[src/rtl/a64rel_pkg.sv]
// Package for the AArch64 relocation patcher: relocation kind codes,
// status codes, instruction field masks and the packed result type.
// No dependencies.
package a64rel_pkg;

	localparam int unsigned DATA_W   = 64;
	localparam int unsigned WORD_W   = 32;
	localparam int unsigned KIND_W   = 5;
	localparam int unsigned BYTES_W  = 4;
	localparam int unsigned STATUS_W = 2;

	// Input stream: action in tuser, five 64-bit fields in tdata.
	localparam int unsigned S_TDATA_W = 5 * DATA_W;
	localparam int unsigned S_TUSER_W = 8;
	// Output stream: 70 bits of fields, padded to whole bytes.
	localparam int unsigned M_TDATA_W = 72;

	typedef enum logic [KIND_W-1:0] {
		REL_ABS64        = 5'd0,
		REL_ABS32        = 5'd1,
		REL_PREL32       = 5'd2,
		REL_MOVW_G0      = 5'd3,
		REL_MOVW_G1      = 5'd4,
		REL_MOVW_G2      = 5'd5,
		REL_MOVW_G3      = 5'd6,
		REL_ADR_PG_HI21  = 5'd7,
		REL_ADD_LO12     = 5'd8,
		REL_LDST8_LO12   = 5'd9,
		REL_LDST16_LO12  = 5'd10,
		REL_LDST32_LO12  = 5'd11,
		REL_LDST64_LO12  = 5'd12,
		REL_LDST128_LO12 = 5'd13,
		REL_CONDBR19     = 5'd14,
		REL_TSTBR14      = 5'd15,
		REL_JUMP26       = 5'd16,
		REL_CALL26       = 5'd17,
		REL_ADR_GOT_PAGE = 5'd18,
		REL_LD64_GOT_LO12 = 5'd19,
		REL_COPY         = 5'd20,
		REL_GLOB_DAT     = 5'd21,
		REL_JUMP_SLOT    = 5'd22,
		REL_RELATIVE     = 5'd23
	} rel_kind_t;

	typedef enum logic [STATUS_W-1:0] {
		ST_OK          = 2'd0,
		ST_RANGE       = 2'd1,
		ST_UNSUPPORTED = 2'd2
	} rel_status_t;

	localparam logic [BYTES_W-1:0] WB_NONE  = 4'd0;
	localparam logic [BYTES_W-1:0] WB_WORD  = 4'd4;
	localparam logic [BYTES_W-1:0] WB_DWORD = 4'd8;

	localparam logic [WORD_W-1:0] MOVW_KEEP  = 32'hffe0001f;
	localparam logic [WORD_W-1:0] ADRP_KEEP  = 32'h9f00001f;
	localparam logic [WORD_W-1:0] LO12_KEEP  = 32'hffc003ff;
	localparam logic [WORD_W-1:0] BR19_KEEP  = 32'hff00001f;
	localparam logic [WORD_W-1:0] BR14_KEEP  = 32'hfff8001f;
	localparam logic [WORD_W-1:0] GOTLO_KEEP = 32'hfff803ff;
	localparam logic [WORD_W-1:0] B_OPCODE   = 32'h14000000;
	localparam logic [WORD_W-1:0] BL_BIT     = 32'h80000000;

	typedef struct packed {
		logic [STATUS_W-1:0] status;
		logic [BYTES_W-1:0]  write_bytes;
		logic [DATA_W-1:0]   new_contents;
	} rel_result_t;

endpackage

[src/rtl/aarch64_relocation_patcher.sv]
// AArch64 ELF relocation patcher: one relocation record in, one patched
// contents / byte count / status out. Depends on a64rel_pkg.
//
// Pipeline: a record is taken into the input register, and its result is registered in
// the result register, from which it is presented on the output.
// Throughput: one relocation per cycle while the output is not stalled; the patch logic
// is subtracts, add-and-mask range checks and field merges between the two registers.
// Reset: arst_n clears both stage valid flags; payload registers are not reset.
module aarch64_relocation_patcher (
	input  logic                                 clk,
	input  logic                                 arst_n,
	input  logic                                 s_tvalid,
	output logic                                 s_tready,
	// old_contents[63:0], place_addr[127:64], sym_value[191:128],
	// got_entry_addr[255:192], addend[319:256]
	input  logic [a64rel_pkg::S_TDATA_W-1:0]     s_tdata,
	// action[4:0], zero padding above
	input  logic [a64rel_pkg::S_TUSER_W-1:0]     s_tuser,
	output logic                                 m_tvalid,
	input  logic                                 m_tready,
	// new_contents[63:0], write_bytes[67:64], status[69:68], zero padding above
	output logic [a64rel_pkg::M_TDATA_W-1:0]     m_tdata
);
	import a64rel_pkg::*;

	logic                valid_s1;
	logic [KIND_W-1:0]   action_s1;
	logic [DATA_W-1:0]   old_s1;
	logic [DATA_W-1:0]   place_s1;
	logic [DATA_W-1:0]   sym_s1;
	logic [DATA_W-1:0]   got_s1;
	logic [DATA_W-1:0]   addend_s1;

	logic                valid_s2;
	rel_result_t         result_s2;
	rel_result_t         result_d;

	logic                adv_s1;
	logic                take_in;

	// Stage 2 frees up when empty or drained this cycle; stage 1 likewise.
	assign adv_s1   = !valid_s2 || m_tready;
	assign s_tready = !valid_s1 || adv_s1;
	assign take_in  = s_tvalid && s_tready;

	always_ff @(posedge clk or negedge arst_n) begin
		if (!arst_n) begin
			valid_s1 <= 1'b0;
		end else if (s_tready) begin
			valid_s1 <= s_tvalid;
		end
	end

	always_ff @(posedge clk) begin
		if (take_in) begin
			action_s1 <= s_tuser[KIND_W-1:0];
			old_s1    <= s_tdata[0*DATA_W +: DATA_W];
			place_s1  <= s_tdata[1*DATA_W +: DATA_W];
			sym_s1    <= s_tdata[2*DATA_W +: DATA_W];
			got_s1    <= s_tdata[3*DATA_W +: DATA_W];
			addend_s1 <= s_tdata[4*DATA_W +: DATA_W];
		end
	end

	// Patch logic.
	always_comb begin
		logic [WORD_W-1:0] w;
		logic [WORD_W-1:0] word;
		logic [DATA_W-1:0] d;
		logic [DATA_W-1:0] target;
		logic [DATA_W-1:0] off;
		logic [DATA_W-1:0] off_chk;
		logic [DATA_W-1:0] br_chk;
		logic              page_bad;
		logic              bad;

		w      = old_s1[WORD_W-1:0];
		d      = sym_s1 - place_s1;
		// ADRP via GOT pages the GOT slot instead of the symbol.
		target = (action_s1 == REL_ADR_GOT_PAGE) ? got_s1 : sym_s1;
		off    = {12'd0, target[DATA_W-1:12]} - {12'd0, place_s1[DATA_W-1:12]};
		off_chk  = off + (64'd1 << 20);
		page_bad = (off_chk[DATA_W-1:21] != '0);
		word   = (w & ADRP_KEEP) | {1'b0, off[1:0], 5'd0, off[20:2], 5'd0};
		bad    = 1'b0;
		br_chk = '0;

		result_d.new_contents = old_s1;
		result_d.write_bytes  = WB_WORD;
		result_d.status       = ST_OK;

		unique case (action_s1) inside
			REL_ABS64: begin
				result_d.new_contents = old_s1 + sym_s1;
				result_d.write_bytes  = WB_DWORD;
			end
			REL_ABS32:
				result_d.new_contents = {32'd0, w + sym_s1[WORD_W-1:0]};
			REL_PREL32:
				result_d.new_contents = {32'd0, w + d[WORD_W-1:0]};
			REL_MOVW_G0:
				result_d.new_contents = {32'd0, (w & MOVW_KEEP) | {11'd0, sym_s1[15:0], 5'd0}};
			REL_MOVW_G1:
				result_d.new_contents = {32'd0, (w & MOVW_KEEP) | {11'd0, sym_s1[31:16], 5'd0}};
			REL_MOVW_G2:
				result_d.new_contents = {32'd0, (w & MOVW_KEEP) | {11'd0, sym_s1[47:32], 5'd0}};
			REL_MOVW_G3:
				result_d.new_contents = {32'd0, (w & MOVW_KEEP) | {11'd0, sym_s1[63:48], 5'd0}};
			REL_ADR_PG_HI21, REL_ADR_GOT_PAGE: begin
				result_d.new_contents = {32'd0, word};
				bad = page_bad;
			end
			REL_ADD_LO12, REL_LDST8_LO12:
				result_d.new_contents = {32'd0, (w & LO12_KEEP) | {10'd0, sym_s1[11:0], 10'd0}};
			REL_LDST16_LO12:
				result_d.new_contents = {32'd0, (w & LO12_KEEP) | {11'd0, sym_s1[11:1], 10'd0}};
			REL_LDST32_LO12:
				result_d.new_contents = {32'd0, (w & LO12_KEEP) | {12'd0, sym_s1[11:2], 10'd0}};
			REL_LDST64_LO12:
				result_d.new_contents = {32'd0, (w & LO12_KEEP) | {13'd0, sym_s1[11:3], 10'd0}};
			REL_LDST128_LO12:
				result_d.new_contents = {32'd0, (w & LO12_KEEP) | {14'd0, sym_s1[11:4], 10'd0}};
			REL_CONDBR19: begin
				br_chk = d + (64'd1 << 20);
				bad = (br_chk[DATA_W-1:21] != '0) || (br_chk[1:0] != 2'd0);
				result_d.new_contents = {32'd0, (w & BR19_KEEP) | {8'd0, d[20:2], 5'd0}};
			end
			REL_TSTBR14: begin
				br_chk = d + (64'd1 << 15);
				bad = (br_chk[DATA_W-1:16] != '0) || (br_chk[1:0] != 2'd0);
				result_d.new_contents = {32'd0, (w & BR14_KEEP) | {13'd0, d[15:2], 5'd0}};
			end
			REL_JUMP26, REL_CALL26: begin
				br_chk = d + (64'd1 << 27);
				bad = (br_chk[DATA_W-1:28] != '0) || (br_chk[1:0] != 2'd0);
				result_d.new_contents = {32'd0, B_OPCODE |
					((action_s1 == REL_CALL26) ? BL_BIT : 32'd0) | {6'd0, d[27:2]}};
			end
			REL_LD64_GOT_LO12:
				result_d.new_contents = {32'd0, (w & GOTLO_KEEP) | {13'd0, got_s1[11:3], 10'd0}};
			REL_COPY, REL_RELATIVE:
				result_d.write_bytes = WB_NONE;
			REL_GLOB_DAT, REL_JUMP_SLOT: begin
				result_d.new_contents = sym_s1 - addend_s1;
				result_d.write_bytes  = WB_DWORD;
			end
			default: begin
				result_d.write_bytes = WB_NONE;
				result_d.status      = ST_UNSUPPORTED;
			end
		endcase

		if (bad) begin
			result_d.status = ST_RANGE;
		end
	end

	always_ff @(posedge clk or negedge arst_n) begin
		if (!arst_n) begin
			valid_s2 <= 1'b0;
		end else if (adv_s1) begin
			valid_s2 <= valid_s1;
		end
	end

	always_ff @(posedge clk) begin
		if (adv_s1 && valid_s1) begin
			result_s2 <= result_d;
		end
	end

	assign m_tvalid = valid_s2;
	assign m_tdata  = {{(M_TDATA_W - $bits(rel_result_t)){1'b0}}, result_s2};

	// A full pipeline with a stalled output must refuse new records.
	assert property (@(posedge clk) disable iff (!arst_n)
		(valid_s1 && valid_s2 && !m_tready) |-> !s_tready)
		else $error("input accepted while both stages are full and stalled");

	// An accepted record occupies the input stage on the next edge.
	assert property (@(posedge clk) disable iff (!arst_n)
		(s_tvalid && s_tready) |=> valid_s1)
		else $error("accepted record lost from the input stage");

	// Unsupported kinds never request a store.
	assert property (@(posedge clk) disable iff (!arst_n)
		(m_tvalid && result_s2.status == ST_UNSUPPORTED) |-> (result_s2.write_bytes == WB_NONE))
		else $error("store requested for an unsupported relocation");

	// Byte count is always none, a word or a doubleword.
	assert property (@(posedge clk) disable iff (!arst_n)
		m_tvalid |-> (result_s2.write_bytes == WB_NONE || result_s2.write_bytes == WB_WORD ||
			result_s2.write_bytes == WB_DWORD))
		else $error("illegal write byte count");

endmodule

[config.mk]
export PLATFORM = sky130hd
export DESIGN_NAME = aarch64_relocation_patcher
export DESIGN_NICKNAME = d
export VERILOG_FILES = /design/src/rtl/a64rel_pkg.sv /design/src/rtl/aarch64_relocation_patcher.sv
export SDC_FILE = /design/constraint.sdc
export NUM_CORES = 1
export LEC_CHECK = 0
export ABC_AREA = 1
export BUFFER_PORTS_ARGS = -buffer_cell sky130_fd_sc_hd__buf_4
export CORE_UTILIZATION = 30
export DETAILED_ROUTE_END_ITERATION = 6
export GPL_TIMING_DRIVEN = 0
export PLACE_DENSITY = 0.45
export SYNTH_ARGS = -nofsm -noshare
export SYNTH_HDL_FRONTEND = slang
export SYNTH_SLANG_ARGS = --single-unit
[constraint.sdc]
create_clock -name clk -period 12.6 [get_ports clk]
set_input_delay 2.52 -clock clk [delete_from_list [all_inputs] [get_ports clk]]
set_output_delay 2.52 -clock clk [all_outputs]
set_load 0.005 [all_outputs]
### After elaboration in Yosys (flattened, before gate mapping)

Cells that the tools add are included.

* logic and storage cells: 88
* input bits: 332
* output and inout bits: 74
* bits in registers: 397

* reduce and logical (&&, ||, !) cells: 24
* bitwise logic cells: 14
* muxes and demuxes: 6
* $add $sub $neg: 10
* equality and inequality tests: 23

Operators by type and width (number)
* case mux 64 bit (18 select lines): 1
* bitwise OR 32 x 21 -> 32 bit: 5
* subtractor 64 bit: 2
* bitwise OR 32 x 19 -> 32 bit: 3
* nonzero test 43 bit: 2
* adder 32 bit: 2
* adder 64 x 16 -> 64 bit, second input constant: 1
* adder 64 x 21 -> 64 bit, second input constant: 1
* adder 64 x 28 -> 64 bit, second input constant: 1
* adder 64 bit: 1
* two-way mux 64 bit: 1
* adder 53 x 22 -> 54 bit, second input constant: 1
* subtractor 52 x 52 -> 53 bit: 1
* nonzero test 48 bit: 1
* equality test 5 x 4 -> 1 bit, second input constant: 8
* equality test 5 bit, second input constant: 8
* nonzero test 36 bit: 1
* two-way mux 32 bit: 1
* bitwise OR 32 x 18 -> 32 bit: 1
* bitwise OR 32 x 20 -> 32 bit: 1
* bitwise OR 32 x 22 -> 32 bit: 1
* bitwise OR 32 x 24 -> 32 bit: 1
* bitwise OR 32 x 26 -> 32 bit: 1
* bitwise OR 32 x 31 -> 32 bit: 1
* 15 further kinds: 30

### Longest topological paths before layout

* depth after elaboration: 6
* gate-level depth with buffers: 37

### Worst setup path after synthesis

OpenSTA, ideal clock, no wires.

* kind: input port to flip-flop
* from: input port m_tready
* to: register action_s1[0], enable pin
* arrival time: 8985 ps
* path buffers: 0
* setup slack: 2942 ps
* cell stages on the path: 4
* setup time: 673 ps
* required time: 11927 ps
* cells stage by stage: inv_1 -> nand3_1 -> nand2_1 -> inv_1

* cells in the longest elaborated chain, start to end: 3

RTL lines
* start, declared: line aarch64_relocation_patcher.sv:20 `input logic m_tready,`
* logical OR 1 bit: line aarch64_relocation_patcher.sv:42 `assign adv_s1 = !valid_s2 || m_tready;`
* logical OR 1 bit: line aarch64_relocation_patcher.sv:43 `assign s_tready = !valid_s1 || adv_s1;`
* named net s_tready: line aarch64_relocation_patcher.sv:13 `output logic s_tready,`
* logical AND 1 bit: line aarch64_relocation_patcher.sv:44 `assign take_in = s_tvalid && s_tready;`
* named net take_in: line aarch64_relocation_patcher.sv:39 `logic take_in;`
* end signal, assigned: line aarch64_relocation_patcher.sv:56 `action_s1 <= s_tuser[KIND_W-1:0];`
* end, declared: line aarch64_relocation_patcher.sv:27 `logic [KIND_W-1:0] action_s1;`

The timed path passes the listed nets, and every way through them passes these cells.
A chain may end at the register's enable or synchronous reset.

==> results.md <==
* H-Tree Depth at 2
* Io pins at 406
* Final Cycle Share at 60.41%
* Share of cells above drive strength 1 at 12.04%
* Starting density of the core at 30.41%
* Clock tree sinks at 392
* Final WL at 198400 microns
* Residual DRC count at 0
* Resize count post-CTS at 0
* Post-synth EDFFs at 390
* CTS tree: built
* Worst setup margin at 4.989 ns
* Core region area at 126200 sq um
* CTS max path bufs at 3
* CP Capture Type: flip-flop
* Worst-Margin Slew at 1.566 ns
* Critical path class: flip-flop to flip-flop
* Fmax at 131.4 MHz
* Synthesized area per cell at 6.604 sq um
* Max incr delay on CP at 0.94 ns
* Crit Reg-Reg Endpoint: m_tdata[44]
* Wl on met1 at 86770 microns
* Final ANT Viol Nets at 0
* Outcome: finished, violations left
* Synthesis-to-layout area growth at 17.43%
* Gpl congestion at 1.053
* Yosys warns at 0
* Endpoints failing setup at 0
* Drt first pass iters at 7
* Min Tclk post-route at 7.611 ns
* R2r startpoint: action_s1[1]
* Crit path from: action_s1[1]
* Die area at 129400 sq um
* Post-synthesis async set-or-reset flop share at 0.5102%
* Unique masters post-synth at 68
* FF-to-FF path depth at 26
* Nets at 6812
* Prevailing post-synth register cell: edfxtp_1
* Post-DP HPWL at 168600 microns
* Worst slew margin at -4.783%
* Most common cell after layout, fill and taps aside: nand2_1
* Vias at 41372
* Postcts setup bufs at 0
* Max-slew violations at 11
* Die width at 359.7 microns
* Area of the mapped netlist at 38380 sq um
* Port bufs at 395
* Register area share after synthesis at 30.64%
* Pwr Density at 117.0 nW/um^2
* Failing checks: capacitance limit, slew limit
* Largest net degree at the start of global routing at 129
* Synth Instances at 5812
* CTS Buf Count at 45
* Placement Rows at 130
* RSZ-0062 raised after global routing: false
* Die Y at 359.7 microns
* Type of origin of the critical path: flip-flop
* First-pass GRT wire length at 277000 microns
* CTS clock-pin slew for the worst setup and hold paths at 0.06 ns
* DR iter-0 viols at 4405
* Top sig layer: met5
* Top cell by count, worst path: nand2_1
* Per-cell via count in the routed design at 5.203
* Maximum VDD drop at 0.00007638 V
* Setup Skew at 0.02677 ns
* Routed met2 length at 87620 microns
* Max cap viols at 1
* Worst path required time at 12.93 ns
* Max FO, Critical Path at 10
* Post-place setup slack at 5.145 ns
* Hold Crit Class: flip-flop to flip-flop
* Vias in the first global route at 38954
* P_leak at 20.91 nW
* Critical path's slowest cell: clkbuf_1
* Clock Tree Root: clkbuf_16
* Total gr overflow at 0
* Metal3 WL at 15530 microns
* Flops & latches, synth at 392
* CTS Hold Buffers Added at 0
* CP arrival at 7.94 ns
* Final hold vios at 0
* Initial antenna violation count at 11
* Clk_lat worst skew at 0.64 ns
* Total GRT Usage at 29.72%
* Critical path endpoint: m_tdata[44]
* Hold slack final at 0.5219 ns
* Commonest non-fill, non-tap cells in the layout: 1705 x nand2_1, 909 x inv_1, 614 x nor2_1
* WL/cell at 24.96 microns
* R2r setup slk at 4.99 ns
[registers in the layout (all words and copies together), names as in the netlist]
register	flops
m_tdata	68
addend_s1	64
old_s1	64
place_s1	64
sym_s1	64
got_s1	61
action_s1	5
m_tvalid	1
valid_s1	1
[synthesized netlist by cell type (all sizes together) (3+ instances only)]
| cell type | number | share of area [%] |
|---|---|---|
| a21o | 9 | 0.18 |
| o21ai | 382 | 5.0 |
| xnor2 | 11 | 0.25 |
| o31ai | 4 | 0.078 |
| o22ai | 43 | 0.70 |
| edfxtp | 390 | 31 |
| nand3 | 358 | 5.0 |
| xor2 | 105 | 2.5 |
| nand2 | 1788 | 18 |
| a31oi | 42 | 0.68 |
| nor4 | 26 | 0.44 |
| o2111ai | 16 | 0.37 |
| inv | 949 | 9.3 |
| clkinv | 13 | 0.13 |
| fa | 4 | 0.21 |
| nand4 | 95 | 1.5 |
| buf | 11 | 0.15 |
| a211oi | 7 | 0.14 |
| o311ai | 4 | 0.091 |
| a21oi | 353 | 4.6 |
| ha | 214 | 7.0 |
| nor2 | 704 | 8.1 |
| nand3b | 5 | 0.13 |
| nor3 | 71 | 1.0 |
| a21boi | 13 | 0.25 |
| a221oi | 18 | 0.41 |
| a22oi | 6 | 0.12 |
| clkbuf | 45 | 0.44 |
| o21a | 16 | 0.31 |
| a2111oi | 3 | 0.068 |
| o221ai | 8 | 0.18 |
| o211ai | 15 | 0.29 |
| o32a | 3 | 0.078 |
| or2 | 38 | 0.62 |
| o21bai | 14 | 0.27 |
| and2 | 10 | 0.16 |
[per-stage QoR]
step	cells	instance area [sq um]	utilization [%]	setup TNS, ns	total power, mW
after floorplan	5815	38390	-	0	3.018
after detailed placement	7865	43570	34.52	0	3.906
after CTS	7946	45060	35.70	0	5.283
after global routing	7946	45060	35.70	0	5.558
after global placement	7860	43420	34.40	-155.11	3.941
final	7951	45070	35.71	0	5.275
[worst min-delay path by stage]
stage                        start        to  slack, ns  cells past startpoint
final                     valid_s1  m_tvalid       0.52                      2
after global routing      valid_s1  m_tvalid       0.56                      2
after CTS                 valid_s1  m_tvalid       0.51                      2
after detailed placement  valid_s1  m_tvalid       0.50                      2
after global placement    valid_s1  m_tvalid       0.46                      2
after floorplan           valid_s1  m_tvalid       0.45                      2
[layer usage]
layer	vias up	GRT usage, %
li1	20028	-
met1	19389	40.12
met2	1686	47.14
met3	265	4.721
met4	4	11.92
met5	-	0
[critical path: cells and delay by family (launching register included)]
kind	cells	cell delay (ns)
simple gates	9	1.32
flops	1	0.48
fa+ha+maj	1	0.23
buf+inv	4	2.22
compound gates	12	3.03
[report_power, final]
| group | switching, mW | internal [mW] | leakage, nW |
|---|---|---|---|
| combinational | 1.55 | 0.652 | 16.4 |
| clock | 0.563 | 0.784 | 0.706 |
| sequential | 0.137 | 1.58 | 3.79 |
| total | 2.25 | 3.02 | 20.9 |
[layout make-up]
type                    count  area, sq um
clock inverters            26        331.6
multi-input cells        4405        22810
inverters                 962         3618
flip-flops and latches    392        11760
clock buffers              55         1164
diodes                      5        12.51
plain buffers              56        227.7
fillers                 13922        81150
repair buffers            400         3088
well taps                1650         2064
[kinds of logic (layout without fill, tap and decap cells)]
logic type | after synthesis | after routing | synth area share, %
and+or+nand+nor | 3101 | 3101 | 35.39
buffers and inverters | 1018 | 1499 | 10.00
AOI/OAI and AO/OA | 966 | 966 | 14.07
xor gates and xnor gates | 116 | 116 | 2.706
adders and majority gates | 218 | 218 | 7.185
other | 1 | 9 | 0.009770
DFF | 392 | 392 | 30.64
No activity file was read; power rests on OpenSTA's default activity.
